--- config.mk ---
export PLATFORM = sky130hd
export DESIGN_NAME = serial_line_editor
export DESIGN_NICKNAME = d
export VERILOG_FILES = /design/src/hw/rtl/sle_pkg.sv /design/src/hw/rtl/sle_front.sv /design/src/hw/rtl/sle_cmd_queue.sv /design/src/hw/rtl/sle_back.sv /design/src/hw/rtl/serial_line_editor.sv
export SDC_FILE = /design/constraint.sdc
export NUM_CORES = 1
export LEC_CHECK = 0
export BUFFER_PORTS_ARGS = -buffer_cell sky130_fd_sc_hd__buf_4
export CAP_MARGIN = 0
export CORE_MARGIN = 2
export CORE_UTILIZATION = 55
export CTS_BUF_LIST = sky130_fd_sc_hd__clkbuf_8
export DETAILED_ROUTE_END_ITERATION = 7
export MAX_ROUTING_LAYER = met4
export PLACE_DENSITY = 0.71
export SLEW_MARGIN = 20
export SYNTH_ARGS = -nofsm -noshare
export SYNTH_HDL_FRONTEND = slang
export SYNTH_HIERARCHICAL = 1
export SYNTH_SLANG_ARGS = --single-unit
--- constraint.sdc ---
create_clock -name clock -period 8.38 [get_ports clock]
set_input_delay 0.838 -clock clock [delete_from_list [all_inputs] [get_ports clock]]
set_output_delay 0.838 -clock clock [all_outputs]
set_load 0.05 [all_outputs]
--- src/hw/rtl/sle_pkg.sv ---
// ----------------------------------------------------------------------------
// sle_pkg
// Shared types and constants of the serial line editor: character codes,
// result kinds, command format between front and back, back state codes.
// ----------------------------------------------------------------------------
package sle_pkg;

   localparam int LINE_CAPACITY_DEFAULT = 32;
   localparam int CMD_ARG_W             = 6;
   localparam int CMD_QUEUE_DEPTH       = 2;

   localparam logic [7:0] CHAR_CR    = 8'h0D;
   localparam logic [7:0] CHAR_LF    = 8'h0A;
   localparam logic [7:0] CHAR_BS    = 8'h08;
   localparam logic [7:0] CHAR_DEL   = 8'h7F;
   localparam logic [7:0] CHAR_SPACE = 8'h20;

   typedef enum logic [1:0] {
      KIND_ECHO = 2'd0,
      KIND_LINE = 2'd1,
      KIND_END  = 2'd2
   } kind_type;

   typedef enum logic [1:0] {
      OP_STORE,
      OP_ERASE,
      OP_FLUSH
   } op_type;

   typedef struct packed {
      op_type               op;
      logic [7:0]           data;
      logic [CMD_ARG_W-1:0] arg;
   } cmd_type;

   typedef enum logic [2:0] {
      B_IDLE,
      B_WAIT,
      B_LINE,
      B_END,
      B_ERASE_SP,
      B_ERASE_BS
   } back_state_type;

endpackage

--- src/hw/rtl/sle_front.sv ---
// ----------------------------------------------------------------------------
// sle_front
// Accepts received bytes, tracks the character count and turns each byte
// into a store, erase or flush command; drops bytes that cause nothing.
// ----------------------------------------------------------------------------
module sle_front
   import sle_pkg::*;
#(
   parameter int LINE_CAPACITY = LINE_CAPACITY_DEFAULT
) (
   input  logic       clock,
   input  logic       reset,
   input  logic       req_push,
   output logic       req_full,
   input  logic [7:0] req_rx_byte,
   output logic       cmd_push,
   output cmd_type    cmd_out,
   input  logic       cmd_full
);

   localparam int CNT_W = $clog2(LINE_CAPACITY);
   localparam logic [CNT_W-1:0] COUNT_LIMIT = CNT_W'(LINE_CAPACITY - 1);

   logic [CNT_W-1:0] count_ff, count_in;
   logic             accept;

   assign req_full = cmd_full;
   assign accept   = req_push && !cmd_full;

   always_ff @(posedge clock) begin
      if (reset) begin
         count_ff <= '0;
      end else begin
         count_ff <= count_in;
      end
   end

   always_comb begin
      count_in     = count_ff;
      cmd_push     = 1'b0;
      cmd_out.op   = OP_STORE;
      cmd_out.data = req_rx_byte;
      cmd_out.arg  = CMD_ARG_W'(count_ff);
      if (accept) begin
         if (req_rx_byte inside {CHAR_CR, CHAR_LF}) begin
            cmd_push   = 1'b1;
            cmd_out.op = OP_FLUSH;
            count_in   = '0;
         end else if (req_rx_byte inside {CHAR_BS, CHAR_DEL}) begin
            if (count_ff != '0) begin
               cmd_push   = 1'b1;
               cmd_out.op = OP_ERASE;
               count_in   = count_ff - 1'b1;
            end
         end else if (count_ff < COUNT_LIMIT) begin
            cmd_push = 1'b1;
            count_in = count_ff + 1'b1;
         end
      end
   end

endmodule

--- src/hw/rtl/sle_cmd_queue.sv ---
// ----------------------------------------------------------------------------
// sle_cmd_queue
// Short command queue between front and back.
// ----------------------------------------------------------------------------
module sle_cmd_queue
   import sle_pkg::*;
(
   input  logic    clock,
   input  logic    reset,
   input  logic    push,
   input  cmd_type push_cmd,
   output logic    full,
   input  logic    pop,
   output cmd_type pop_cmd,
   output logic    empty
);

   localparam int PTR_W = $clog2(CMD_QUEUE_DEPTH);
   localparam int FILL_W = $clog2(CMD_QUEUE_DEPTH + 1);

   cmd_type           entries_ff [CMD_QUEUE_DEPTH];
   logic [PTR_W-1:0]  wr_ptr_ff, rd_ptr_ff;
   logic [FILL_W-1:0] fill_ff;
   logic              do_push, do_pop;

   assign full    = fill_ff == FILL_W'(CMD_QUEUE_DEPTH);
   assign empty   = fill_ff == '0;
   assign do_push = push && !full;
   assign do_pop  = pop && !empty;
   assign pop_cmd = entries_ff[rd_ptr_ff];

   always_ff @(posedge clock) begin
      if (reset) begin
         wr_ptr_ff <= '0;
         rd_ptr_ff <= '0;
         fill_ff   <= '0;
      end else begin
         if (do_push) begin
            wr_ptr_ff <= wr_ptr_ff + 1'b1;
         end
         if (do_pop) begin
            rd_ptr_ff <= rd_ptr_ff + 1'b1;
         end
         if (do_push && !do_pop) begin
            fill_ff <= fill_ff + 1'b1;
         end else if (do_pop && !do_push) begin
            fill_ff <= fill_ff - 1'b1;
         end
      end
   end

   always_ff @(posedge clock) begin
      if (do_push) begin
         entries_ff[wr_ptr_ff] <= push_cmd;
      end
   end

endmodule

--- src/hw/rtl/sle_back.sv ---
// ----------------------------------------------------------------------------
// sle_back
// Carries out commands: holds the line store, produces echo, line and
// end-of-line results into the result register.
// ----------------------------------------------------------------------------
module sle_back
   import sle_pkg::*;
#(
   parameter int LINE_CAPACITY = LINE_CAPACITY_DEFAULT
) (
   input  logic       clock,
   input  logic       reset,
   input  logic       cmd_empty,
   input  cmd_type    cmd_in,
   output logic       cmd_pop,
   output logic       rsp_empty,
   input  logic       rsp_pop,
   output logic [1:0] rsp_out_kind,
   output logic [7:0] rsp_out_byte,
   output logic       rsp_last_of_run
);

   localparam int CNT_W = $clog2(LINE_CAPACITY);

   logic [7:0]       line_store [LINE_CAPACITY];
   logic [7:0]       rd_data_ff;
   back_state_type   state_ff, state_in;
   logic [CNT_W-1:0] idx_ff, idx_in;
   logic [CNT_W-1:0] len_ff, len_in;
   logic             out_valid_ff, out_valid_in;
   kind_type         out_kind_ff;
   logic [7:0]       out_byte_ff;
   logic             out_last_ff;
   logic             slot_free, emit, emit_last, wr_en, last_line;
   kind_type         emit_kind;
   logic [7:0]       emit_byte;
   logic [CNT_W-1:0] cmd_len;

   assign slot_free       = !out_valid_ff || rsp_pop;
   assign cmd_len         = cmd_in.arg[CNT_W-1:0];
   assign last_line       = ({1'b0, idx_ff} + 1'b1) == {1'b0, len_ff};
   assign rsp_empty       = !out_valid_ff;
   assign rsp_out_kind    = out_kind_ff;
   assign rsp_out_byte    = out_byte_ff;
   assign rsp_last_of_run = out_last_ff;

   always_ff @(posedge clock) begin
      if (reset) begin
         state_ff     <= B_IDLE;
         out_valid_ff <= 1'b0;
      end else begin
         state_ff     <= state_in;
         out_valid_ff <= out_valid_in;
      end
   end

   always_ff @(posedge clock) begin
      idx_ff <= idx_in;
      len_ff <= len_in;
      if (emit) begin
         out_kind_ff <= emit_kind;
         out_byte_ff <= emit_byte;
         out_last_ff <= emit_last;
      end
   end

   always_ff @(posedge clock) begin
      if (wr_en) begin
         line_store[cmd_len] <= cmd_in.data;
      end
      rd_data_ff <= line_store[idx_in];
   end

   always_comb begin
      state_in  = state_ff;
      idx_in    = idx_ff;
      len_in    = len_ff;
      cmd_pop   = 1'b0;
      wr_en     = 1'b0;
      emit      = 1'b0;
      emit_kind = KIND_ECHO;
      emit_byte = 8'h00;
      emit_last = 1'b0;
      case (state_ff)
         B_IDLE: begin
            if (!cmd_empty && slot_free) begin
               cmd_pop = 1'b1;
               case (cmd_in.op)
                  OP_STORE: begin
                     wr_en     = 1'b1;
                     emit      = 1'b1;
                     emit_byte = cmd_in.data;
                     emit_last = 1'b1;
                  end
                  OP_ERASE: begin
                     emit      = 1'b1;
                     emit_byte = CHAR_BS;
                     state_in  = B_ERASE_SP;
                  end
                  OP_FLUSH: begin
                     if (cmd_len == '0) begin
                        emit      = 1'b1;
                        emit_kind = KIND_END;
                        emit_last = 1'b1;
                     end else begin
                        len_in   = cmd_len;
                        idx_in   = '0;
                        state_in = B_WAIT;
                     end
                  end
                  default: begin
                  end
               endcase
            end
         end
         B_WAIT: begin
            state_in = B_LINE;
         end
         B_LINE: begin
            if (slot_free) begin
               emit      = 1'b1;
               emit_kind = KIND_LINE;
               emit_byte = rd_data_ff;
               if (last_line) begin
                  state_in = B_END;
               end else begin
                  idx_in = idx_ff + 1'b1;
               end
            end
         end
         B_END: begin
            if (slot_free) begin
               emit      = 1'b1;
               emit_kind = KIND_END;
               emit_last = 1'b1;
               state_in  = B_IDLE;
            end
         end
         B_ERASE_SP: begin
            if (slot_free) begin
               emit      = 1'b1;
               emit_byte = CHAR_SPACE;
               state_in  = B_ERASE_BS;
            end
         end
         B_ERASE_BS: begin
            if (slot_free) begin
               emit      = 1'b1;
               emit_byte = CHAR_BS;
               emit_last = 1'b1;
               state_in  = B_IDLE;
            end
         end
         default: begin
            state_in = B_IDLE;
         end
      endcase
      out_valid_in = emit || (out_valid_ff && !rsp_pop);
   end

endmodule

--- src/hw/rtl/serial_line_editor.sv ---
// ----------------------------------------------------------------------------
// serial_line_editor
// Editable command line fed one received byte per transaction, with echo,
// backspace erase and line flush on carriage return or line feed.
//
//   channel  ports                            transaction
//   req      req_push req_full req_rx_byte    push && !full
//   rsp      rsp_pop rsp_empty rsp_out_*      pop && !empty
//
// A stored byte or empty-line terminator gives its result through the command
// queue and the result register; an erase gives backspace, space, backspace.
// A flush of N stored bytes gives one line byte per cycle while the result
// slot is free, from the registered read of the line store, then an end marker.
// The front accepts while the two-entry command queue has room.
// Reset clears the character count, the queue and the result register.
// ----------------------------------------------------------------------------
module serial_line_editor
   import sle_pkg::*;
#(
   parameter int LINE_CAPACITY = LINE_CAPACITY_DEFAULT
) (
   input  logic       clock,
   input  logic       reset,
   input  logic       req_push,
   output logic       req_full,
   input  logic [7:0] req_rx_byte,
   output logic       rsp_empty,
   input  logic       rsp_pop,
   output logic [1:0] rsp_out_kind,
   output logic [7:0] rsp_out_byte,
   output logic       rsp_last_of_run
);

   cmd_type front_cmd, back_cmd;
   logic    q_push, q_full, q_pop, q_empty;

   sle_front #(
      .LINE_CAPACITY(LINE_CAPACITY)
   ) u_front (
      .clock       (clock),
      .reset       (reset),
      .req_push    (req_push),
      .req_full    (req_full),
      .req_rx_byte (req_rx_byte),
      .cmd_push    (q_push),
      .cmd_out     (front_cmd),
      .cmd_full    (q_full)
   );

   sle_cmd_queue u_queue (
      .clock    (clock),
      .reset    (reset),
      .push     (q_push),
      .push_cmd (front_cmd),
      .full     (q_full),
      .pop      (q_pop),
      .pop_cmd  (back_cmd),
      .empty    (q_empty)
   );

   sle_back #(
      .LINE_CAPACITY(LINE_CAPACITY)
   ) u_back (
      .clock           (clock),
      .reset           (reset),
      .cmd_empty       (q_empty),
      .cmd_in          (back_cmd),
      .cmd_pop         (q_pop),
      .rsp_empty       (rsp_empty),
      .rsp_pop         (rsp_pop),
      .rsp_out_kind    (rsp_out_kind),
      .rsp_out_byte    (rsp_out_byte),
      .rsp_last_of_run (rsp_last_of_run)
   );

endmodule

==> out/summary.txt, run 1 <==
outcome: finished clean
Layout area overhead: 8.642%
Hold Path End: u_queue/entries_ff[0][13]
Hold Crit Start: req_rx_byte[7]
hold depth: 1
Worst-Skew Late Latency: 570 ps
pwr dens: 341.1 mW/mm^2
postcts setup bufs: 0
critical path's slowest cell: inv_4
DRT antenna net count: 0
YS warnings: 6
minimum clock period: 5605 ps
Nets: 968
row count: 57
peak supply drop: 0.0002328 V
final hold violation count: 0
final number of max-transition violations: 0
Worst Slack Setup Final: 2775 ps
Starting DRT DRC Count: 741
Lkg Pwr: 5.035 nW
CTS max path bufs: 3
normalized max-slew margin: 0.2713
first-pass iteration count of the detailed router: 7
Max-Cap Viols: 0
Die Y: 162.3 um
final wirelength: 28240 um
starting density of the core: 0.5634
crit path capture type: register
post-place setup slack: 2731 ps
DR vias: 7842
Synth Instances: 919
grt ovf: 0
setup TNS: 0 ps
htree depth: 2
initial antenna violation count: 2
peak fanout along the critical path: 70
HP Class: input pin to register
Fillers: 1824
synthesized cell area: 0.01378 sq mm
GP Congestion: 0.8588
R2R depth: 13
clock root cell: clkbuf_8
layout cell share with drive strength beyond 1: 0.1339
die area: 0.02634 sq mm
R2R setup slack: 2770 ps
post-CTS sizing: 0
Post-route DRC: 0
wire per inst: 21.49 um
RSZ-0062 raised after global routing: false
period utilisation layout: 0.6689
WP data required: 8810 ps
IO Port Bufs: 24
CTS hold repair buffers: 0
critical path type: register to register
Setup violations, final: 0
CP cell instances: mux2_2 -> or3_1 -> nor3_1 -> o41ai_1 -> a21bo_2 -> and3_1 -> buf_4 -> inv_4 -> buf_4 -> mux2i_1 -> mux2i_1 -> a22o_1 -> or4b_1
skew final: 22.99 ps
TritonCTS Buffers: 52
Reg-to-Reg End: u_back/rd_data_ff[1]
HPWL after detailed placement: 17480 um
clock transition at the registers of the reported paths: 60 ps
clock sink count: 329
fmax: 178.4 MHz
Max stage delay on crit path: 810 ps
number of global-route vias before repair: 7577
Tot GR Track Use: 0.2243
largest net degree at the start of global routing: 71
vias per cell: 5.968
global-route wire length before repair: 43060 um
syn_nets: 937
total core area: 0.02446 sq mm
Worst Setup Start Kind: register
CTS tree: done
Die X: 162.3 um
Worst Tran Pin Value: 1085 ps
I/O pins: 25
Avg Inst Size Synth: 15.00 sq um
CP arrival: 6030 ps
-- area by class of cell --
type	instances	area [sq um]	area share
well taps	324	405.4	0.02707
flip-flops and latches	329	9609	0.6417
multi-input cells	528	3771	0.2518
clock buffers	53	729.5	0.04871
inverters	10	45.04	0.003008
clock inverters	37	186.4	0.01245
repair buffers	29	217.7	0.01454
diodes	4	10.01	0.0006684
-- flip-flops by register name (all words and copies together), names as in the netlist, 2 cells and up, named ones only --
signal,count
u_back/idx_ff,5
u_back/len_ff,5
u_back/line_store,256
u_back/rd_data_ff,8
u_back/rsp_out_byte,8
u_back/rsp_out_kind,2
u_back/state_ff,3
u_front/count_ff,5
u_queue/entries_ff,30
u_queue/fill_ff,2
-- layout by cell type (no fill, tap or decap), types with 4 or more instances in the layout --
cell type  instances
a31oi_1            5
diode_2            4
a21oi_1           49
a22o_1            20
and2_1             7
edfxtp_1         302
inv_1             19
nand2b_1           5
nor3_1            11
ha_1               5
a22oi_1            7
xor2_1             7
nor2_1            56
nand3_1           21
o21ai_0           17
a221oi_1          14
mux2_2            15
buf_4             29
nand3b_1           7
dfxtp_1           27
clkbuf_8          53
nor2b_1            5
or3_1              4
mux2i_1          119
a32o_1             7
clkinv_2           7
nand4_1            4
nand2_1           80
xnor2_1            7
or4b_1             8
clkinv_1          14
-- stage by stage --
step | total power, mW | cells | cell area (sq um) | hold slack [ps] | utilization
final | 5.107 | 1314 | 14970 | 471.7 | 0.6121
after CTS | 5.145 | 1310 | 14960 | 444.4 | 0.6117
after floorplan | 3.558 | 919 | 13780 | 451.6 | -
after detailed placement | 3.948 | 1220 | 14050 | 477.4 | 0.5743
after global placement | 3.912 | 1220 | 14050 | 466.1 | 0.5743
after global routing | 5.366 | 1312 | 14970 | 455.4 | 0.6119
-- how the worst max path moves through the flow --
| stage | slack (ps) | end | start |
|---|---|---|---|
| finish | 2770 | u_back/rd_data_ff[1] | register |
| global route | 2370 | u_back/rd_data_ff[1] | register |
| CTS | 2740 | u_back/rd_data_ff[5] | register |
| detailed placement | 2730 | u_back/rd_data_ff[5] | register |
| global placement | 2890 | u_back/rd_data_ff[0] | register |
| floorplan | 4480 | u_back/rd_data_ff[5] | register |
-- where the power goes --
part	internal, mW	switching, mW
sequential	2.09	0.0952
clock	0.616	0.584
combinational	0.598	1.13
-- routing by layer --
metal,track usage,part of all wire,vias up
li1,-,-,3600
met1,0.3060,0.43,3885
met2,0.3410,0.48,296
met3,0.03830,0.063,61
met4,0.08769,0.029,0
met5,-,0,-
-- worst max-delay path: cells and delay by family, from the launching register on --
| family | cells | cell delay, ps |
|---|---|---|
| simple gates | 4 | 1580 |
| flops | 1 | 740 |
| mux | 3 | 840 |
| buf+inv | 3 | 1680 |
| compound gates | 3 | 600 |
(Power assumes the default switching activity.)
==> run 2, diff against run 1 <==
==> constraint.sdc (replaced) <==
create_clock -name clock -period 5.45 [get_ports clock]
set_input_delay 0.545 -clock clock [delete_from_list [all_inputs] [get_ports clock]]
set_output_delay 0.545 -clock clock [all_outputs]
set_load 0.05 [all_outputs]
==> run 2 against run 1 <==
  * Sequential share of layout area down 0.92 points
  * Cell area up 1.5%
  * Register-to-register slack worse by 1900 ps
  * Global-route usage up 1.5 points
  * Routed wire length up 5.2%
  * Total power up 58%
  * Non-clock buffer count up 16
  * Maximum frequency up 24%
  * First-iteration DRC count up 1.5%
  * Combinational power up 60%
  * Critical path type unchanged
==> out/summary.txt, run 2 (same netlist as run 1, synthesis figures left out) <==
Biggest register: u_back/line_store
hold depth: 1 (unchanged)
clock root cell: clkbuf_8
largest net degree at the start of global routing: 67 (-5.6%)
row count: 57 (unchanged)
normalized max-slew margin: 0.3014 (+0.03006)
CP arrival: 5030 ps (-1000 ps)
I/O pins: 25 (unchanged)
critical path's slowest cell: a221oi_4
postcts setup bufs: 0 (unchanged)
Fillers: 1811 (-0.71%)
Layout area overhead: 10.23%
TritonCTS Buffers: 52 (unchanged)
Post-route DRC: 0 (unchanged)
Placed Area: 0.01419 sq mm (+1.0%)
final number of max-transition violations: 0 (unchanged)
pwr dens: 532.6 mW/mm^2 (+56%)
R2R setup slack: 920 ps (-1850 ps)
period utilisation layout: 0.8303 (+0.1615)
final wirelength: 29710 um (+5.2%)
clock sink count: 329 (unchanged)
wire per inst: 22.35 um (+4.0%)
max reg flops: 256 (unchanged)
number of global-route vias before repair: 7858 (+3.7%)
first-pass iteration count of the detailed router: 5 (-2)
Hold Crit Start: req_rx_byte[7]
initial antenna violation count: 0 (-2)
post-CTS sizing: 0 (unchanged)
clock transition at the registers of the reported paths: 60 ps (about the same)
most frequent cells in the layout: edfxtp_1 (302), mux2i_1 (119), nand2_1 (80), clkbuf_8 (56), nor2_1 (56)
total core area: 0.02446 sq mm (unchanged)
HPWL after detailed placement: 18280 um (+4.6%)
final hold violation count: 0 (unchanged)
Die Y: 162.3 um (unchanged)
Setup violations, final: 0 (unchanged)
DRT antenna net count: 0 (unchanged)
die area: 0.02634 sq mm (unchanged)
grt ovf: 0 (unchanged)
post-route design area: 0.01519 sq mm (+1.5%)
CP cell instances: mux2_2 -> or3_1 -> nor3_1 -> buf_4 -> o41ai_1 -> nand2_1 -> a221oi_4 -> inv_2 -> nor3_1 -> buf_4 -> a22o_1 -> or4b_1
Top Registers: u_back/line_store: 256 flops, u_queue/entries_ff: 30 flops
Max stage delay on crit path: 760 ps (-50 ps)
Buf/Inv on CP: 3 (unchanged)
number of antenna diodes: 0 (-4)
DR vias: 7969 (+1.6%)
minimum clock period: 4525 ps (-1080 ps)
HP Class: input pin to register
Die X: 162.3 um (unchanged)
vias per cell: 5.996 (+0.47%)
CTS tree: done
layout cell share with drive strength beyond 1: 0.1483 (+0.01438)
critical path's top delay family: compound AO/OA/AOI/OAI gates
outcome: finished clean
Worst-Skew Late Latency: 570 ps (about the same)
htree depth: 2 (unchanged)
Worst Tran Pin Value: 1044 ps (-40.61 ps)
IO Port Bufs: 24 (unchanged)
most common cell after layout, fill and taps aside: edfxtp_1
starting density of the core: 0.5634 (unchanged)
WP data required: 5960 ps (-2850 ps)
skew final: 18.85 ps (-4.147 ps)
Max-Cap Viols: 0 (unchanged)
Worst Setup Start Kind: register
GP Congestion: 0.8282 (-3.6%)
CTS hold repair buffers: 0 (unchanged)
peak supply drop: 0.0003668 V (+58%)
Lkg Pwr: 5.191 nW (+3.1%)
Hold Path End: u_queue/entries_ff[0][13]
Reg-to-Reg End: u_back/rd_data_ff[2]
Nets: 984 (+1.7%)
peak fanout along the critical path: 19 (-73%)
fmax: 221.0 MHz (+24%)
global-route wire length before repair: 45960 um (+6.7%)
crit path capture type: register
CTS max path bufs: 3 (unchanged)
R2R depth: 12 (-1)
Tot GR Track Use: 0.2396 (+0.01533)
RSZ-0062 raised after global routing: false
Starting DRT DRC Count: 752 (+1.5%)
setup TNS: 0 ps (unchanged)
hold slack final: 181.7 ps (-290.0 ps)
critical path type: register to register
==> run 2: changes by cell type in the layout (fill, tap and decap cells not counted), moves of 2 or more <==
cell	before	now
clkinv_1	14	11
buf_12	0	2
clkbuf_8	53	56
buf_4	29	43
bufinv_16	1	3
clkinvlp_4	2	0
diode_2	4	0
clkinv_2	7	5
inv_1	19	25
==> run 2: worst max-delay path by stage <==
| stage | start | end | cells after the start |
|---|---|---|---|
| 2_1_floorplan | register | u_back/rd_data_ff[5] | 16 |
| 3_3_place_gp | register | u_back/rd_data_ff[0] | 11 |
| 3_5_place_dp | register | u_back/rd_data_ff[7] | 13 |
| 4_1_cts | register | u_back/rd_data_ff[7] | 13 |
| 5_1_grt | register | u_back/rd_data_ff[5] | 12 |
| 6_report | register | u_back/rd_data_ff[2] | 12 |
==> run 2: cell type report <==
type | instances | area [sq um] | share of cell area
well taps | 324 | 405.4 | 0.02668
multi-input cells | 528 | 3776 | 0.2485
repair buffers | 45 | 362.8 | 0.02388
flip-flops and latches | 329 | 9609 | 0.6325
inverters | 10 | 45.04 | 0.002965
clock buffers | 56 | 770.7 | 0.05073
clock inverters | 37 | 224.0 | 0.01474
==> run 2: per-layer routing <==
| metal | global-route usage | share of wire | vias to the layer above |
|---|---|---|---|
| met5 | - | 0 | - |
| met4 | 0.07442 | 0.025 | 0 |
| met3 | 0.03524 | 0.069 | 55 |
| met2 | 0.3727 | 0.48 | 294 |
| met1 | 0.3317 | 0.43 | 3991 |
| li1 | - | - | 3629 |
==> run 2: report_power, final <==
part | internal [mW] | switching, mW | total (mW) | leakage [nW]
Sequential | 3.21 | 0.145 | 3.35 | 2.96
Clock | 1.08 | 0.899 | 1.98 | 0.578
Combinational | 0.965 | 1.79 | 2.76 | 1.65
==> run 2: worst reg2reg max path, cell delays in order (launching register included) <==
cell,delay (ps)
dfxtp_1,730
mux2_2,370
or3_1,190
nor3_1,70
buf_4,150
o41ai_1,420
nand2_1,270
a221oi_4,760
inv_2,430
nor3_1,480
buf_4,270
a22o_1,210
or4b_1,130
==> run 2: stage by stage <==
step	utilization	setup WS, ps	std cells	total power, mW
2_1_floorplan	-	1549	919	5.470
3_3_place_gp	0.5802	942.8	1236	6.114
3_5_place_dp	0.5802	948.5	1236	6.159
4_1_cts	0.6209	928.8	1329	8.134
5_1_grt	0.6211	629.8	1329	8.467
6_report	0.6211	924.7	1329	8.092
